File: config.mk
export PLATFORM = sky130hd
export DESIGN_NAME = harmonic_alarm_hysteresis
export DESIGN_NICKNAME = d
export VERILOG_FILES = /design/src/rtl/hah_pkg.sv /design/src/rtl/harmonic_alarm_hysteresis.sv
export SDC_FILE = /design/constraint.sdc
export NUM_CORES = 2
export LEC_CHECK = 0
export BUFFER_PORTS_ARGS = -buffer_cell sky130_fd_sc_hd__clkbuf_2
export CELL_PAD_IN_SITES_DETAIL_PLACEMENT = 1
export CELL_PAD_IN_SITES_GLOBAL_PLACEMENT = 1
export CORE_MARGIN = 1.5
export CORE_UTILIZATION = 50
export CTS_CLUSTER_SIZE = 10
export DETAILED_ROUTE_END_ITERATION = 8
export PLACE_DENSITY = 0.8
export SYNTH_ARGS = -nofsm -noshare
export SYNTH_HDL_FRONTEND = slang
export SYNTH_SLANG_ARGS = --single-unit
File: constraint.sdc
create_clock -name i_clk -period 25.1 [get_ports i_clk]
set_input_delay 3.765 -clock i_clk [delete_from_list [all_inputs] [get_ports i_clk]]
set_output_delay 3.765 -clock i_clk [all_outputs]
set_load 0.01 [all_outputs]
File: src/rtl/hah_pkg.sv
// ----------------------------------------------------------------------------
// hah_pkg
// Shared types and constants for the harmonic alarm with hysteresis:
// fixed point widths, item structs, event codes and register indexes.
// ----------------------------------------------------------------------------
package hah_pkg;

    // fixed point format of confidences and of the averaging weight
    localparam int CONF_BITS = 16;
    localparam int ALPHA_W   = CONF_BITS + 1;
    localparam int PROD_W    = ALPHA_W + CONF_BITS;

    // field widths
    localparam int RMS_W   = 24;
    localparam int BIN_W   = 10;
    localparam int EBIN_W  = 8;
    localparam int COUNT_W = 8;

    // configuration port
    localparam int ADDR_W = 5;
    localparam int DATA_W = 32;

    // event codes carried with each result
    typedef enum logic [1:0] {
        EV_NONE  = 2'd0,
        EV_ALARM = 2'd1,
        EV_CLEAR = 2'd2
    } t_event_code;

    // register indexes, byte address is four times the index
    typedef enum logic [2:0] {
        REG_EMA_ALPHA   = 3'd0,
        REG_CONF_ON     = 3'd1,
        REG_CONF_OFF    = 3'd2,
        REG_CONF_CAP    = 3'd3,
        REG_RMS_GATE    = 3'd4,
        REG_SUSTAIN_ON  = 3'd5,
        REG_SUSTAIN_OFF = 3'd6
    } t_reg_idx;

    // one analysis frame
    typedef struct packed {
        logic [RMS_W-1:0]     frame_rms;
        logic                 harmonics_found;
        logic [CONF_BITS-1:0] confidence;
        logic [BIN_W-1:0]     peak_bin;
    } t_in_item;

    // one result per frame
    typedef struct packed {
        t_event_code          event_code;
        logic [CONF_BITS-1:0] event_ratio;
        logic [EBIN_W-1:0]    event_bin;
        logic [RMS_W-1:0]     event_rms;
        logic                 alarm_active;
        logic [CONF_BITS-1:0] conf_level;
    } t_out_item;

endpackage

File: src/rtl/harmonic_alarm_hysteresis.sv
// ----------------------------------------------------------------------------
// harmonic_alarm_hysteresis
// Averages per-frame harmonic confidence and raises or clears an alarm
// through sustain counters on separate on and off thresholds.
// ----------------------------------------------------------------------------
// The block takes one frame per clock while the output is not stalled and
// gives one result per frame through the input and result registers. The
// first stage registers the frame with its silence flag and the weighted new
// confidence (one 17x16 multiply); the second stage closes the average
// recurrence through the decay multiply and an add, then runs the threshold
// compares and sustain counters, all in the same cycle. The user must write
// configuration registers through the APB port only while no frame is in
// flight, which the block leaves to the user. No start-up pass follows reset.
module harmonic_alarm_hysteresis
    import hah_pkg::*;
(
    input  logic              i_clk,
    input  logic              i_rst_n,
    // frame input
    input  logic              i_in_valid,
    output logic              o_in_stall,
    input  t_in_item          i_in_data,
    // result output
    output logic              o_out_valid,
    input  logic              i_out_stall,
    output t_out_item         o_out_data,
    // configuration
    input  logic              psel,
    input  logic              penable,
    input  logic              pwrite,
    input  logic [ADDR_W-1:0] paddr,
    input  logic [DATA_W-1:0] pwdata,
    output logic [DATA_W-1:0] prdata,
    output logic              pready
);

    localparam logic [ALPHA_W-1:0] Q_ONE     = {1'b1, {CONF_BITS{1'b0}}};
    localparam logic [COUNT_W-1:0] COUNT_MAX = '1;
    localparam logic [EBIN_W-1:0]  BIN_CAP   = '1;

    // configuration registers
    logic [ALPHA_W-1:0]   r_alpha;
    logic [CONF_BITS-1:0] r_conf_on;
    logic [CONF_BITS-1:0] r_conf_off;
    logic [CONF_BITS-1:0] r_conf_cap;
    logic [RMS_W-1:0]     r_rms_gate;
    logic [COUNT_W-1:0]   r_sus_on;
    logic [COUNT_W-1:0]   r_sus_off;

    // input stage
    logic                 r_in_vld;
    t_in_item             r_in;
    logic                 r_in_silent;
    logic [PROD_W-1:0]    r_in_wc;

    // result stage
    logic                 r_out_vld;
    t_out_item            r_out;

    // detector state
    logic [CONF_BITS-1:0] r_avg;
    logic [COUNT_W-1:0]   r_rise;
    logic [COUNT_W-1:0]   r_fall;
    logic                 r_alarm;

    logic [CONF_BITS-1:0] n_avg;
    logic [COUNT_W-1:0]   n_rise;
    logic [COUNT_W-1:0]   n_fall;
    logic                 n_alarm;
    t_out_item            n_out;

    logic                 out_adv;
    logic                 in_adv;
    logic [ALPHA_W-1:0]   alpha_sat;
    logic [ALPHA_W-1:0]   keep;
    logic [CONF_BITS-1:0] conf_capped;
    logic [PROD_W-1:0]    n_in_wc;
    logic [PROD_W-1:0]    decay;
    logic [PROD_W-1:0]    avg_sum;
    logic [COUNT_W-1:0]   on_need;
    logic [COUNT_W-1:0]   off_need;
    logic [COUNT_W-1:0]   rise_inc;
    logic [COUNT_W-1:0]   fall_inc;
    logic                 cfg_wr;
    t_reg_idx             cfg_idx;

    // handshake: result register frees up when empty or taken
    assign out_adv    = !r_out_vld || !i_out_stall;
    assign in_adv     = !r_in_vld || out_adv;
    assign o_in_stall = !in_adv;
    assign o_out_valid = r_out_vld;
    assign o_out_data  = r_out;

    // weight saturation, values above one act as one
    assign alpha_sat = (r_alpha > Q_ONE) ? Q_ONE : r_alpha;
    assign keep      = Q_ONE - alpha_sat;

    // capped confidence weighted by alpha, zero on a silent frame
    always_comb begin
        conf_capped = i_in_data.confidence;
        if (!i_in_data.harmonics_found && (i_in_data.confidence > r_conf_cap)) begin
            conf_capped = r_conf_cap;
        end
        n_in_wc = PROD_W'(alpha_sat) * PROD_W'(conf_capped);
        if (i_in_data.frame_rms < r_rms_gate) begin
            n_in_wc = '0;
        end
    end

    // average update, sum stays below 2^(2*CONF_BITS)
    assign decay   = PROD_W'(keep) * PROD_W'(r_avg);
    assign avg_sum = decay + r_in_wc;

    // sustain needs, zero acts as one
    assign on_need  = (r_sus_on  == '0) ? COUNT_W'(1) : r_sus_on;
    assign off_need = (r_sus_off == '0) ? COUNT_W'(1) : r_sus_off;
    assign rise_inc = (r_rise == COUNT_MAX) ? COUNT_MAX : r_rise + COUNT_W'(1);
    assign fall_inc = (r_fall == COUNT_MAX) ? COUNT_MAX : r_fall + COUNT_W'(1);

    // hysteresis decision for the frame in the input stage
    always_comb begin
        n_avg   = avg_sum[2*CONF_BITS-1:CONF_BITS];
        n_rise  = r_rise;
        n_fall  = r_fall;
        n_alarm = r_alarm;
        n_out   = '0;
        if (r_in_silent) begin
            if (r_alarm) begin
                n_fall = fall_inc;
                if (fall_inc >= off_need) begin
                    n_alarm             = 1'b0;
                    n_out.event_code    = EV_CLEAR;
                    n_out.event_rms     = r_in.frame_rms;
                end
            end
        end else if (!r_alarm) begin
            if (r_in.harmonics_found && (n_avg >= r_conf_on)) begin
                n_rise = rise_inc;
                n_fall = '0;
                if (rise_inc >= on_need) begin
                    n_alarm          = 1'b1;
                    n_out.event_code = EV_ALARM;
                    n_out.event_ratio = r_in.confidence;
                    n_out.event_bin  = (r_in.peak_bin > BIN_W'(BIN_CAP)) ?
                                       BIN_CAP : r_in.peak_bin[EBIN_W-1:0];
                    n_out.event_rms  = r_in.frame_rms;
                end
            end else begin
                n_rise = '0;
            end
        end else begin
            if (!r_in.harmonics_found || (n_avg < r_conf_off)) begin
                n_fall = fall_inc;
                n_rise = '0;
                if (fall_inc >= off_need) begin
                    n_alarm           = 1'b0;
                    n_out.event_code  = EV_CLEAR;
                    n_out.event_ratio = r_in.confidence;
                    n_out.event_bin   = EBIN_W'(r_in.harmonics_found);
                    n_out.event_rms   = r_in.frame_rms;
                end
            end else begin
                n_fall = '0;
            end
        end
        n_out.alarm_active = n_alarm;
        n_out.conf_level   = n_avg;
    end

    // pipeline valids and detector state
    always_ff @(posedge i_clk) begin
        if (!i_rst_n) begin
            r_in_vld  <= 1'b0;
            r_out_vld <= 1'b0;
            r_avg     <= '0;
            r_rise    <= '0;
            r_fall    <= '0;
            r_alarm   <= 1'b0;
        end else begin
            if (in_adv) begin
                r_in_vld <= i_in_valid;
            end
            if (out_adv) begin
                r_out_vld <= r_in_vld;
            end
            if (out_adv && r_in_vld) begin
                r_avg   <= n_avg;
                r_rise  <= n_rise;
                r_fall  <= n_fall;
                r_alarm <= n_alarm;
            end
        end
    end

    // payload registers
    always_ff @(posedge i_clk) begin
        if (in_adv && i_in_valid) begin
            r_in        <= i_in_data;
            r_in_silent <= (i_in_data.frame_rms < r_rms_gate);
            r_in_wc     <= n_in_wc;
        end
        if (out_adv && r_in_vld) begin
            r_out <= n_out;
        end
    end

    // configuration writes
    assign pready  = 1'b1;
    assign cfg_wr  = psel && penable && pwrite;
    assign cfg_idx = t_reg_idx'(paddr[ADDR_W-1:2]);

    always_ff @(posedge i_clk) begin
        if (!i_rst_n) begin
            r_alpha    <= ALPHA_W'(16384);
            r_conf_on  <= CONF_BITS'(19661);
            r_conf_off <= CONF_BITS'(11796);
            r_conf_cap <= CONF_BITS'(9830);
            r_rms_gate <= RMS_W'(6711);
            r_sus_on   <= COUNT_W'(2);
            r_sus_off  <= COUNT_W'(8);
        end else if (cfg_wr) begin
            case (cfg_idx)
                REG_EMA_ALPHA:   r_alpha    <= pwdata[ALPHA_W-1:0];
                REG_CONF_ON:     r_conf_on  <= pwdata[CONF_BITS-1:0];
                REG_CONF_OFF:    r_conf_off <= pwdata[CONF_BITS-1:0];
                REG_CONF_CAP:    r_conf_cap <= pwdata[CONF_BITS-1:0];
                REG_RMS_GATE:    r_rms_gate <= pwdata[RMS_W-1:0];
                REG_SUSTAIN_ON:  r_sus_on   <= pwdata[COUNT_W-1:0];
                REG_SUSTAIN_OFF: r_sus_off  <= pwdata[COUNT_W-1:0];
                default: ;
            endcase
        end
    end

    // register read back
    always_comb begin
        case (cfg_idx)
            REG_EMA_ALPHA:   prdata = DATA_W'(r_alpha);
            REG_CONF_ON:     prdata = DATA_W'(r_conf_on);
            REG_CONF_OFF:    prdata = DATA_W'(r_conf_off);
            REG_CONF_CAP:    prdata = DATA_W'(r_conf_cap);
            REG_RMS_GATE:    prdata = DATA_W'(r_rms_gate);
            REG_SUSTAIN_ON:  prdata = DATA_W'(r_sus_on);
            REG_SUSTAIN_OFF: prdata = DATA_W'(r_sus_off);
            default:         prdata = '0;
        endcase
    end

endmodule

# After elaboration in Yosys (flattened, before gate mapping)
# Index checks and enable logic that the tools add are counted.
[word_totals] reg_bits=291 out_inout_bits=102
[op_classes] addsub=4 mul=2 n_lt_le_gt_ge=8 eq_ne=10 muxes=34 n_bitwise=1 n_reduce_logical=28
[op_table] cell="case mux 24 bit (7 select lines)" count=1
[op_table] cell="two-way mux 50 bit" count=3
[op_table] cell="two-way mux 8 bit" count=13
[op_table] cell="two-way mux 49 bit" count=2
[op_table] cell="two-way mux 24 bit" count=3
[op_table] cell="multiplier 17 x 16 -> 32 bit" count=2
[op_table] cell="adder 32 bit" count=1
[op_table] cell="< comparator 24 bit" count=1
[op_table] cell="greater-than comparator 17 bit (second input constant)" count=1
[op_table] cell="two-way mux 17 bit" count=1
[op_table] cell="subtractor 17 bit (first input constant)" count=1
[op_table] cell="adder 8 x 1 -> 8 bit (second input constant)" count=2
[op_table] cell="equality test 8 bit (second input constant)" count=2
[op_table] cell="greater-or-equal comparator 16 bit" count=1
[op_table] cell="greater-or-equal comparator 8 bit" count=2
[op_table] cell="greater-than comparator 16 bit" count=1
[op_table] cell="zero test 8 bit" count=2
[op_table] cell="< comparator 16 bit" count=1
[op_table] cell="two-way mux 16 bit" count=1
[op_table] cell="AND reduction 2 bit" count=7
[op_table] cell="greater-than comparator 10 x 8 -> 1 bit (second input constant)" count=1
[op_table] cell="equality test 3 bit (second input constant)" count=3
[op_table] cell="two-way mux 1 bit" count=7
[op_table] cell="equality test 3 x 2 -> 1 bit (second input constant)" count=2
[op_table] cell="other kinds (10)" count=26

# Logic depth before layout (Yosys ltp)
[logic_depth] ltp_word=10 depth_mapped=43 ltp_nobuf=40

# Least setup slack after synthesis
# Ideal clock, no wire load.
[synth_path] kind="in2reg" start="input i_in_data[23] (netlist name)" end="register r_in_wc[28], data pin" setup_ps=266 arrival_ps=11043 t_required_ps=24834 setup_slack_ps=13791 path_stages=33 n_path_buf=2 cell_sequence="ha_1 -> a21o_1 -> a21o_1 -> a221oi_1 -> inv_1 -> a21oi_1 -> nor2_1 -> buf_1 -> mux2_2 -> clkbuf_1 -> nand2_1 -> fa_1 -> inv_1 -> fa_1 -> inv_1 -> fa_1 -> inv_1 -> fa_1 -> inv_1 -> fa_1 -> inv_1 -> fa_1 -> ha_1 -> and3_1 -> and3_1 -> nand3_1 -> or3_1 -> a21o_1 -> a41oi_1 -> nor3_1 -> or2_2 -> xor2_1 -> nor2_1"
[synth_via] elab_chain_len=4
[synth_rtl] element="from (decl)" line_no="harmonic_alarm_hysteresis.sv:22" text="input t_in_item i_in_data,"
[synth_rtl] element="greater-than comparator 16 bit" line_no="harmonic_alarm_hysteresis.sv:101" text="if (!i_in_data.harmonics_found && (i_in_data.confidence > r_conf_cap)) begin"
[synth_rtl] element="logical AND 1 bit" line_no="harmonic_alarm_hysteresis.sv:101"
[synth_rtl] element="two-way mux 16 bit *" line_no="harmonic_alarm_hysteresis.sv:101"
[synth_rtl] element="multiplier 17 x 16 -> 32 bit *" line_no="harmonic_alarm_hysteresis.sv:104" text="n_in_wc = PROD_W'(alpha_sat) * PROD_W'(conf_capped);"
[synth_rtl] element="to (signal assigned)" line_no="harmonic_alarm_hysteresis.sv:200" text="r_in_wc <= n_in_wc;"
[synth_rtl] element="to (decl)" line_no="harmonic_alarm_hysteresis.sv:54" text="logic [PROD_W-1:0] r_in_wc;"
# Every way passes the cells marked *; elsewhere a longest branch is shown, timed or not.
# A chain may end at the register's enable or synchronous reset.

# Worst setup path after layout
[layout_path] start="register r_alpha[16]" end="register r_out (netlist bit o_out_data[62]), data pin"
[layout_via] elab_chain_len=9 word_cells_on_any_way=12 cone_classes="2 x add/sub; 1 x mul; 3 x order compare; 4 x mux; 2 x reduce/logical"
[layout_rtl] element="from (decl)" line_no="harmonic_alarm_hysteresis.sv:42" text="logic [ALPHA_W-1:0] r_alpha;"
[layout_rtl] element="from (signal assigned)" line_no="harmonic_alarm_hysteresis.sv:223" text="REG_EMA_ALPHA: r_alpha <= pwdata[ALPHA_W-1:0];"
[layout_rtl] element="greater-than comparator 17 bit" line_no="harmonic_alarm_hysteresis.sv:95" text="assign alpha_sat = (r_alpha > Q_ONE) ? Q_ONE : r_alpha;"
[layout_rtl] element="two-way mux 17 bit *" line_no="harmonic_alarm_hysteresis.sv:95"
[layout_rtl] element="subtractor 17 bit *" line_no="harmonic_alarm_hysteresis.sv:96" text="assign keep = Q_ONE - alpha_sat;"
[layout_rtl] element="multiplier 17 x 16 -> 32 bit *" line_no="harmonic_alarm_hysteresis.sv:111" text="assign decay = PROD_W'(keep) * PROD_W'(r_avg);"
[layout_rtl] element="adder 32 bit *" line_no="harmonic_alarm_hysteresis.sv:112" text="assign avg_sum = decay + r_in_wc;"
[layout_rtl] element="net avg_sum[28]" line_no="harmonic_alarm_hysteresis.sv:79" text="logic [PROD_W-1:0] avg_sum;"
[layout_rtl] element="greater-or-equal comparator 16 bit / < comparator 16 bit (equally long branches)" line_no="harmonic_alarm_hysteresis.sv:137, harmonic_alarm_hysteresis.sv:152"
[layout_rtl] element="logical AND 1 bit / logical OR 1 bit (equally long branches)" line_no="harmonic_alarm_hysteresis.sv:137, harmonic_alarm_hysteresis.sv:152"
[layout_rtl] element="two-way mux 49 bit / two-way mux 50 bit (equally long branches)" line_no="harmonic_alarm_hysteresis.sv:137, harmonic_alarm_hysteresis.sv:152"
[layout_rtl] element="two-way mux 50 bit *" line_no="harmonic_alarm_hysteresis.sv:136" text="end else if (!r_alarm) begin"
[layout_rtl] element="to (signal assigned)" line_no="harmonic_alarm_hysteresis.sv:203" text="r_out <= n_out;"
[layout_rtl] element="to (decl)" line_no="harmonic_alarm_hysteresis.sv:58" text="t_out_item r_out;"
# Mark *: on every way through the listed nets, which the timed path passes. The rest lies on a longest branch.

==> Implementation_results.wiki <==
{| class="wikitable"
! Metric !! Value
|-
| Number of antenna violations at the first check in global routing || 3
|-
| Worst-case setup margin in the final layout || 11510 ps
|-
| Pins over their slew limit || 0
|-
| Largest net degree at the start of global routing || 85
|-
| Count of antenna-violating nets left after detailed routing || 0
|-
| Worst setup endpoint || o_out_data[62]
|-
| Flip-flop cell with the highest count after synthesis || sky130_fd_sc_hd__edfxtp_1
|-
| CTS tree || built
|-
| Largest driver fanout on the critical path || 55
|-
| Share of the yosys chip area belonging to registers || a little under a quarter
|-
| R2R Path End || o_out_data[62]
|-
| Post-CTS setup buffer count || 0
|-
| Hold Vio Cnt, Final || 0
|-
| Shortest clock period the worst path allows after layout || between 10000 and 15000 ps
|-
| Area growth from synthesis to layout || 9.08%
|-
| Startpoint of the worst setup timing path || r_alpha[16]
|-
| WL final || slightly below 100000 um
|-
| Arrival time at the worst endpoint || between 10000 and 15000 ps
|-
| Worst endpoint required time || between 20000 and 30000 ps
|-
| Number of clock buffers inserted by TritonCTS || 36
|-
| Nets || about 4.4k
|-
| Horizontal die dimension || 255 um
|-
| # resized after CTS || 0
|-
| Final instance area || about 35000 um^2
|-
| Global-route wire length before repair || 154000 um
|-
| Number of instances in the synthesized netlist || 3469
|-
| Worst Setup Path Type || flop to flop
|-
| IO Port Bufs || ~180
|-
| Fraction of final layout cells sized beyond drive strength 1 || 8.77%
|-
| Vias || about 25k
|-
| Pwr per Cell Area || approximately 56 nW/um^2
|-
| Count of hold buffers inserted by post-cts repair || 0
|-
| Unrepaired setup endpoints after global routing || no
|-
| Clock transition time at the flip-flop clock pins of the worst setup and hold paths || 60 ps
|-
| Post-synthesis instance area || around 32000 um^2
|-
| Clock latency of the later-clocked register in the worst-skew pair || approximately 570 ps
|-
| Final Instance Count excl. Fillers || approximately 4.5k
|-
| Flop and latch count out of synthesis || between 200 and 300
|-
| Max-cap violations || 0
|-
| Clock tree root buffer cell || sky130_fd_sc_hd__clkbuf_16
|-
| Number of H-tree branching levels || 2
|-
| Leakage || ~0.016 uW
|-
| Worst supply voltage drop on vdd || roughly 83 uV
|-
| Pin slew with the least headroom to its limit || approximately 1200 ps
|-
| DP HPWL || between 70000 and 80000 um
|-
| Number of global-route vias before repair || 27.6k
|-
| Count of fill cells added during filler insertion || approximately 7.4k
|-
| Source of the worst register-to-register timing path || r_alpha[16]
|-
| R2R depth || 35
|-
| DR iter-0 viols || roughly 1.6k
|-
| Die H || 255 um
|-
| Worst slew margin relative to its limit || a little under a fifth
|-
| Slowest CP cell || sky130_fd_sc_hd__o22a_1
|-
| Number of placed instances, taps included || 4398
|-
| Overall routing resource usage || a little under a third
|-
| Initial core utilization || between 50% and 60%
|-
| Fraction of registers with async set or reset after synthesis || 0%
|-
| Number of library cell types mapped by synthesis || 71
|-
| Type of element capturing the critical path || flop
|-
| Status || completed
|-
| Fin Setup TNS || 0 ps
|-
| First-pass DRT Iterations || 7
|-
| Overall die area || 65000 um^2
|-
| Syn Area/Cell || 9.15 um^2
|-
| Critical path startpoint category || flop
|-
| R2r setup slk || 11510 ps
|-
| Cell repeated most along the worst path || sky130_fd_sc_hd__fa_1
|-
| Number of buffers between clock root and the deepest sink || 3
|-
| Synthesis warning total || 0
|-
| Dpl cell area || around 34000 um^2
|-
| Drc violations || 0
|-
| Worst-case hold slack || 456 ps
|-
| Number of flops mapped to enable cells by yosys || roughly 150
|-
| Routed wire length per instance || about 22 um
|-
| Type of the worst min-delay path || flop to flop
|-
| Top-Level Pins || 197
|-
| Critical Path Max Stage Delay || 830 ps
|-
| # setup viols final || 0
|-
| Leftover overflow at the end of global routing || 0
|-
| Number of sinks driven by the clock tree || 291
|-
| Crit share post-route || a little over half
|-
| Ratio of routed vias to standard cells || 5.58
|-
| Achievable frequency || 73.6 MHz
|-
| Skew final || slightly above 20 ps
|-
| Routability Congestion || between 0.9 and 1
|-
| Worst setup timing slack at the placement stage || 11990 ps
|-
| Core Box Area || between 60000 and 70000 um^2
|-
| Number of core rows || between 90 and 100
|}
## layout make-up
cell class	count	area, um^2	share of cell area, %
Antenna cell	1	2.50	0.00723
Clock buffer	59	1050	3.03
Clock inverter	4	55.1	0.159
Inverter	678	2550	7.36
Multi-Input combinational cell	2361	21300	61.7
Sequential cell	291	7340	21.2
Tap cell	846	1060	3.06
Timing Repair Buffer	222	1220	3.53
## layer usage
layer  track usage (%)  part of all wire (%)  vias up
met4              12.5                   4.0        2
met5                 0                 0.013        -
met1              39.4                    41    12877
met2              53.9                    49      736
met3              3.84                   5.6      208
li1                  -                     -    11075
## per-stage QoR
stage / util (%) / total power, uW
2_1_floorplan: - / 1090
3_3_place_gp: 53.2 / 1410
3_5_place_dp: 53.2 / 1450
4_1_cts: 55.0 / 1950
5_1_grt: 55.0 / 2060
6_report: 55.0 / 1950
## worst max-delay path, delay by kind of cell (launching register included)
kind | cells | cell delay, ps
and+or+nand+nor | 7 | 2190
DFF | 1 | 310
AOI/OAI and AO/OA | 13 | 5470
buffers and inverters | 6 | 1280
adders and majority gates | 9 | 4150
## cell families (layout without fill, tap and decap cells)
kind of cell | after synthesis | after routing | synth area share [%]
simple gates | 1136 | 1136 | 16.4
buf+inv | 824 | 963 | 9.88
fa+ha+maj | 728 | 728 | 39.2
compound gates | 362 | 362 | 7.27
flops | 291 | 291 | 23.1
xor+xnor | 70 | 70 | 1.93
mux | 56 | 56 | 2.23
other cells | 2 | 10 | 0.0237
## synth_stat cells, drive strengths merged (33+ instances only)
cell type	number	share of area, %
a21o	33	0.78
a21oi	138	2.2
and2	201	4.0
clkbuf	123	1.5
dfxtp	140	8.8
edfxtp	151	14
fa	443	28
ha	285	11
inv	676	8.0
nand2	544	6.4
nand2b	37	0.73
nand3	37	0.58
nor2	196	2.3
nor3	38	0.61
o211ai	35	0.83
o21ai	52	0.82
xnor2	47	1.3
## worst min path at each step
| stage | startpoint | end | slack, ps | cells after the start |
|---|---|---|---|---|
| finish | r_rms_gate[23] | r_rms_gate[23] | 460 | 2 |
| detailed placement | r_rms_gate[23] | r_rms_gate[23] | 450 | 2 |
| global route | r_rms_gate[18] | r_rms_gate[18] | 480 | 2 |
| floorplan | r_conf_off[7] | r_conf_off[7] | 440 | 2 |
| CTS | r_rms_gate[23] | r_rms_gate[23] | 460 | 2 |
| global placement | r_conf_off[7] | r_conf_off[7] | 440 | 2 |
## where the power goes
part	internal (uW)	switching (uW)
registers	545	51.2
logic	310	543
clock network	287	215
total	1140	809
## state kept, by name, summed over array words and instances, names as in the netlist
register and cells:
r_in 51, r_sus_off 8, r_rms_gate 24, o_out_valid 1, r_alarm 1, r_conf_off 16
r_in_wc 32, r_avg 16, r_rise 8, r_in_vld 1, r_conf_on 16, o_out_data 67
r_in_silent 1, r_sus_on 8, r_alpha 17, r_conf_cap 16, r_fall 8
## cell usage in the layout (no fill, tap or decap), drive strengths merged, types with 18 or more instances in the layout
cell type  count
inv          677
a21o          33
a21oi        138
nor3          38
nand2        544
and3          19
nor2b         32
mux2i         28
mux2          18
ha           285
buf           45
xor2          23
o211ai        35
fa           443
edfxtp       151
clkbuf       236
xnor2         47
nand2b        37
o21ai         52
nor2         196
nand3         37
and2         201
dfxtp        140
Note: power is estimated with default switching activity, not from simulation.
